## src/hdl/prt_pkg.sv

```systemverilog
// prt_pkg: shared types and codes for the page region table
// table entry layout, command codes, status codes and config indices; no dependencies
`default_nettype none
package prt_pkg;

  localparam int PAGE_W = 21;
  localparam int OFF_W  = 20;

  typedef struct packed {
    logic [PAGE_W-1:0] start_pg;
    logic [PAGE_W-1:0] end_pg;
    logic [OFF_W-1:0]  offset;
    logic [2:0]        prot;
    logic              shared;
  } entry_t;

  localparam logic [2:0] CMD_MAP    = 3'd0;
  localparam logic [2:0] CMD_UNMAP  = 3'd1;
  localparam logic [2:0] CMD_LOOKUP = 3'd2;
  localparam logic [2:0] CMD_FIND   = 3'd3;
  localparam logic [2:0] CMD_EMPTY  = 3'd4;
  localparam logic [2:0] CMD_CLEAR  = 3'd5;

  localparam logic [1:0] ST_OK       = 2'd0;
  localparam logic [1:0] ST_NO_RANGE = 2'd1;
  localparam logic [1:0] ST_FULL     = 2'd2;
  localparam logic [1:0] ST_NO_FOUND = 2'd3;

  localparam logic CFG_LOW  = 1'b0;
  localparam logic CFG_HIGH = 1'b1;

endpackage
`default_nettype wire

```

## src/hdl/prt_store.sv

```systemverilog
// prt_store: two-bank entry memory, one write and one registered read per cycle
// depends on prt_pkg for the entry layout
`default_nettype none
module prt_store
  import prt_pkg::*;
#(
  parameter int AW = 6
) (
  input  wire logic          clk,
  input  wire logic          we,
  input  wire logic [AW-1:0] waddr,
  input  wire entry_t        wdata,
  input  wire logic          re,
  input  wire logic [AW-1:0] raddr,
  output entry_t             rdata
);

  entry_t mem [2**AW];

  always_ff @(posedge clk) begin
    if (we) begin
      mem[waddr] <= wdata;
    end
    if (re) begin
      rdata <= mem[raddr];
    end
  end

endmodule
`default_nettype wire

```

## config.mk

```make
export PLATFORM = sky130hd
export DESIGN_NAME = prt_store
export DESIGN_NICKNAME = d
export VERILOG_FILES = /design/src/hdl/prt_pkg.sv /design/src/hdl/prt_store.sv
export SDC_FILE = /design/constraint.sdc
export NUM_CORES = 2
export LEC_CHECK = 0
export BUFFER_PORTS_ARGS = -buffer_cell sky130_fd_sc_hd__buf_2
export CAP_MARGIN = 10
export CORE_MARGIN = 10
export CORE_UTILIZATION = 45
export CTS_CLUSTER_DIAMETER = 30
export DETAILED_ROUTE_END_ITERATION = 7
export GPL_ROUTABILITY_DRIVEN = 0
export PLACE_DENSITY = 0.65
export SLEW_MARGIN = 10
export SYNTH_ARGS = -nofsm -noshare
export SYNTH_HDL_FRONTEND = slang
export SYNTH_MEMORY_MAX_BITS = 65536
export SYNTH_SLANG_ARGS = --single-unit
```

## constraint.sdc

```tcl
create_clock -name clk -period 11.7 [get_ports clk]
set_clock_uncertainty 0.1 [all_clocks]
set_input_delay 1.17 -clock clk [delete_from_list [all_inputs] [get_ports clk]]
set_output_delay 1.17 -clock clk [all_outputs]
set_load 0.02 [all_outputs]
```

# Word-level counts from Yosys, hierarchy flattened
# Memories as Yosys holds them, arrays and structs flattened. A register that Yosys moved wholly into a read port is not among the register bits.
# Cells that the tools add are included.
[totals]
elab_cells = 3
mem_bits_rw = 4224
input_bits = 81
output_inout_bits = 66
reg_bits = 0
n_memories = 1
[op_classes]
muxes = 2
[mem_list]
columns = ["name", "words", "word_bits", "rd", "rd_clocked_by_memory_dff", "write_ports", "line", "text"]
rows = [
  ["mem", 64, 66, 1, 1, 1, "prt_store.sv:18", "entry_t mem [2**AW];"],
]
[op_table]
columns = ["op", "count"]
rows = [
  ["two-way mux 1 bit", 2],
]

# Logic depth before layout (Yosys ltp)
[depth]
depth_word = 2
depth_mapped = 10
ltp_nobuf = 5

# Worst setup path before layout
# No wires, ideal clock.
[synth_timing]
kind = "input -> register"
from = "input port waddr[3]"
to = "memory mem[48][0] (netlist bit), enable pin"
stages = 4
n_path_buf = 1
setup_slack_ns = 4.879
arrival_time_ns = 6.150
t_required_ns = 11.029
setup_time_ns = 0.571
cell_sequence = "clkbuf_1 nor2b_1 nand4b_1 nor3_1"
[synth_lines]
columns = ["element", "line", "text"]
rows = [
  ["from (decl)", "prt_store.sv:11", "input wire logic [AW-1:0] waddr,"],
  ["to (decl)", "prt_store.sv:18", ""],
]
# No word-level cell before the write port.

==> results.json <==
{
  "ys_types": 35,
  "criticalPathCategory": "input port to register",
  "antenna_found_initial": 50,
  "dieArea_mm2": 0.382,
  "finalCritPeriodShare_pct": 37.7,
  "area_delta_synth_final_pct": 17.9,
  "holdPathStages": 1,
  "routed_wl_um": 470000,
  "crit_fanout": 133,
  "clk_pin_slew_ps": 60,
  "cts_resized": 0,
  "syn_avg_cell_area_um2": 23.5,
  "synth_cells": 6852,
  "place_area_mm2": 0.168,
  "viasPerCell": 6.43,
  "crit_buf_inv": 4,
  "arrival_ps": 5090,
  "cts_hold_buf": 0,
  "seq_area_mm2": 0.129,
  "power_frac_clock_pct": 50.7,
  "io_buffers": 146,
  "dpl.hpwl_um": 240000,
  "slew_violations": 0,
  "rows": 219,
  "grt_pass1_vias": 82100,
  "die_w_um": 618,
  "max_freq_mhz": 226,
  "ff2ff_path_depth": 5,
  "final_common_cell": "edfxtp_1",
  "max-cap-violations": 0,
  "wl_met2_um": 226000,
  "postRouteAntennaNets": 0,
  "htree_levels": 6,
  "wl_met3_um": 51700,
  "path_cells": "buf_8, buf_4, buf_12, nand2_4, buf_4, o221ai_1, nor2_1, o22a_1",
  "cpMostUsedCell": "buf_4",
  "worst_slew_pin_slew_ps": 1330,
  "initial_core_util_pct": 45.2,
  "routedLengthMet1_um": 170000,
  "hp-start": "re",
  "status": "finished clean",
  "slew_headroom_pct": 11.3,
  "p_switching_uw": 8100,
  "grt_pass1_wl_um": 652000,
  "setup_ws_ps": 7280,
  "multi_input_area_mm2": 0.0310,
  "grt_max_degree": 134,
  "p_total_uw": 37700,
  "grt_remaining_overflow": 0,
  "cts_tree": "built",
  "rsz0062_at_grt": "no",
  "combinationalPowerShare_pct": 3.8,
  "synth_seq_area_share_pct": 79.9,
  "post_drt_wl_per_cell_um": 36.9,
  "ys_ff_latch": 4290,
  "drive_gt1_share_pct": 31.2,
  "clock_sinks": 4290,
  "core_mm2": 0.356,
  "pwr_density_cell_mw_per_mm2": 198,
  "max_stage_delay_ps": 620,
  "cp.required_ps": 12380,
  "tns_ps": 0,
  "start_kind": "input port",
  "hold_class": "input port to register",
  "top_layer_used": "met5",
  "power.leakage_uw": 0.0596,
  "setup_viol": 0,
  "die_h_um": 618,
  "cellInternalPower_uw": 29600,
  "ir_worst_vdd_mv": 0.160,
  "n_fill_cell": 26500,
  "yosysWarnings": 0,
  "most-common-layout-cells": "edfxtp_1, mux4_2, clkbuf_16",
  "cts-root-buf": "clkbuf_16",
  "place_ws_ps": 6330,
  "grt_usage_pct": 24.1,
  "hold_violations": 0,
  "io_pins": 147,
  "period_needed_ps": 4420,
  "first_pass_iters": 5,
  "hold_end": "rdata[49]",
  "critPathSlowestCell": "buf_4",
  "num_vias": 81900,
  "p_sw_share_pct": 21.5,
  "final_cell_area_mm2": 0.190,
  "crit_family": "buffers and inverters",
  "r2r-end": "rdata[5]",
  "worst_setup_path_end_kind": "register",
  "syn_area_mm2": 0.161,
  "final_nets": 7517,
  "r2r-start": "mem[50][5]",
  "rrSetupSlack_ps": 9270,
  "synth_nets": 6933,
  "drtIter0Drc": 12300,
  "post_cts_buffers": 0,
  "cts_made_buffers": 630,
  "drc_errors": 0,
  "clock_path_buffers": 4,
  "clk_latency_ps": 1040,
  "p_seq_share_pct": 45.5
}
-- worst reg2reg max path: cells and delay by family, from the launching register on --
| kind | cells | cell delay [ps] |
|---|---|---|
| AOI/OAI and AO/OA | 2 | 940 |
| DFF | 1 | 390 |
| muxes | 1 | 480 |
| and+or+nand+nor | 2 | 290 |
-- stage by stage --
step,hold WS [ps],util (%),instances
3_5_place_dp,819,47.2,11600
3_3_place_gp,794,47.2,11600
6_report,611,53.3,12700
2_1_floorplan,671,-,6852
5_1_grt,610,53.3,12700
4_1_cts,543,53.3,12700
-- state kept, by name, indices dropped and copies added, names as in the netlist --
name	count
mem	4224
rdata	66
-- power by group through the flow --
| stage | sequential, uW | combinational [uW] | clock (uW) |
|---|---|---|---|
| after floorplan | 17400 | 778 | 0 |
| after global placement | 17400 | 1410 | 0 |
| after detailed placement | 17500 | 1440 | 0 |
| after CTS | 17100 | 1440 | 19300 |
| after global routing | 17100 | 1510 | 19900 |
| final | 17100 | 1440 | 19100 |
-- layer usage --
metal	track usage, %	up-vias
met4	10.2	12
met2	38.6	5527
met1	32.4	44200
met5	0	-
li1	-	31100
met3	4.94	1066
-- cells by family (layout without fill, tap and decap cells) --
| family | after synthesis | count (layout) | synth area share, % |
|---|---|---|---|
| flip-flops | 4290 | 4290 | 79.9 |
| multiplexers | 1118 | 1118 | 14.8 |
| AO/OA/AOI/OAI | 634 | 634 | 2.77 |
| AND/OR/NAND/NOR | 411 | 411 | 1.31 |
| buffers and inverters | 399 | 1510 | 1.20 |
| other | 0 | 27 | 0 |
-- Yosys cell counts --
cell / instances / area share, %
o211ai_1: 7 / 0.033
or2_2: 5 / 0.019
nand3_1: 26 / 0.081
buf_4: 49 / 0.23
or3_1: 2 / 0.0078
and2_1: 3 / 0.012
nand4b_1: 1 / 0.0054
mux2_2: 7 / 0.049
o22ai_1: 318 / 1.2
mux2i_1: 102 / 0.63
nor2b_1: 89 / 0.35
nand3b_1: 2 / 0.0093
a21oi_1: 12 / 0.037
nand2b_1: 11 / 0.043
nor4_1: 56 / 0.22
o211a_1: 3 / 0.019
a31oi_1: 10 / 0.039
nor2_1: 120 / 0.28
buf_2: 104 / 0.32
clkbuf_1: 194 / 0.45
nand4_1: 2 / 0.0078
a211oi_1: 106 / 0.49
nand2_1: 27 / 0.063
o221ai_1: 66 / 0.36
mux4_2: 1009 / 14
and3_1: 7 / 0.027
o22a_1: 56 / 0.30
buf_6: 16 / 0.11
edfxtp_1: 4290 / 80
buf_1: 36 / 0.084
nor3_1: 58 / 0.18
or3b_2: 1 / 0.0054
o21ai_0: 3 / 0.0093
a22oi_1: 53 / 0.25
nor2_2: 1 / 0.0039
-- how the worst max path moves through the flow --
stage             start         end  slack [ps]  depth (start not counted)
6_report       raddr[1]   rdata[10]        7280                          8
5_1_grt        raddr[2]   rdata[42]        7270                          9
4_1_cts        raddr[1]   rdata[10]        7450                          8
3_5_place_dp   raddr[1]   rdata[10]        6330                          8
3_3_place_gp   raddr[1]   rdata[10]        6310                          8
2_1_floorplan  waddr[3]  mem[48][0]        4880                          4
-- layout make-up --
type | instances | share of cell area (%)
clock buffers | 709 | 8.65
diodes | 27 | 0.0356
flip-flops and latches | 4290 | 67.8
multi-input cells | 2163 | 16.3
clock inverters | 450 | 2.75
repair buffers | 351 | 1.30
well taps | 4751 | 3.13
Power figures use the tool's default switching activity.
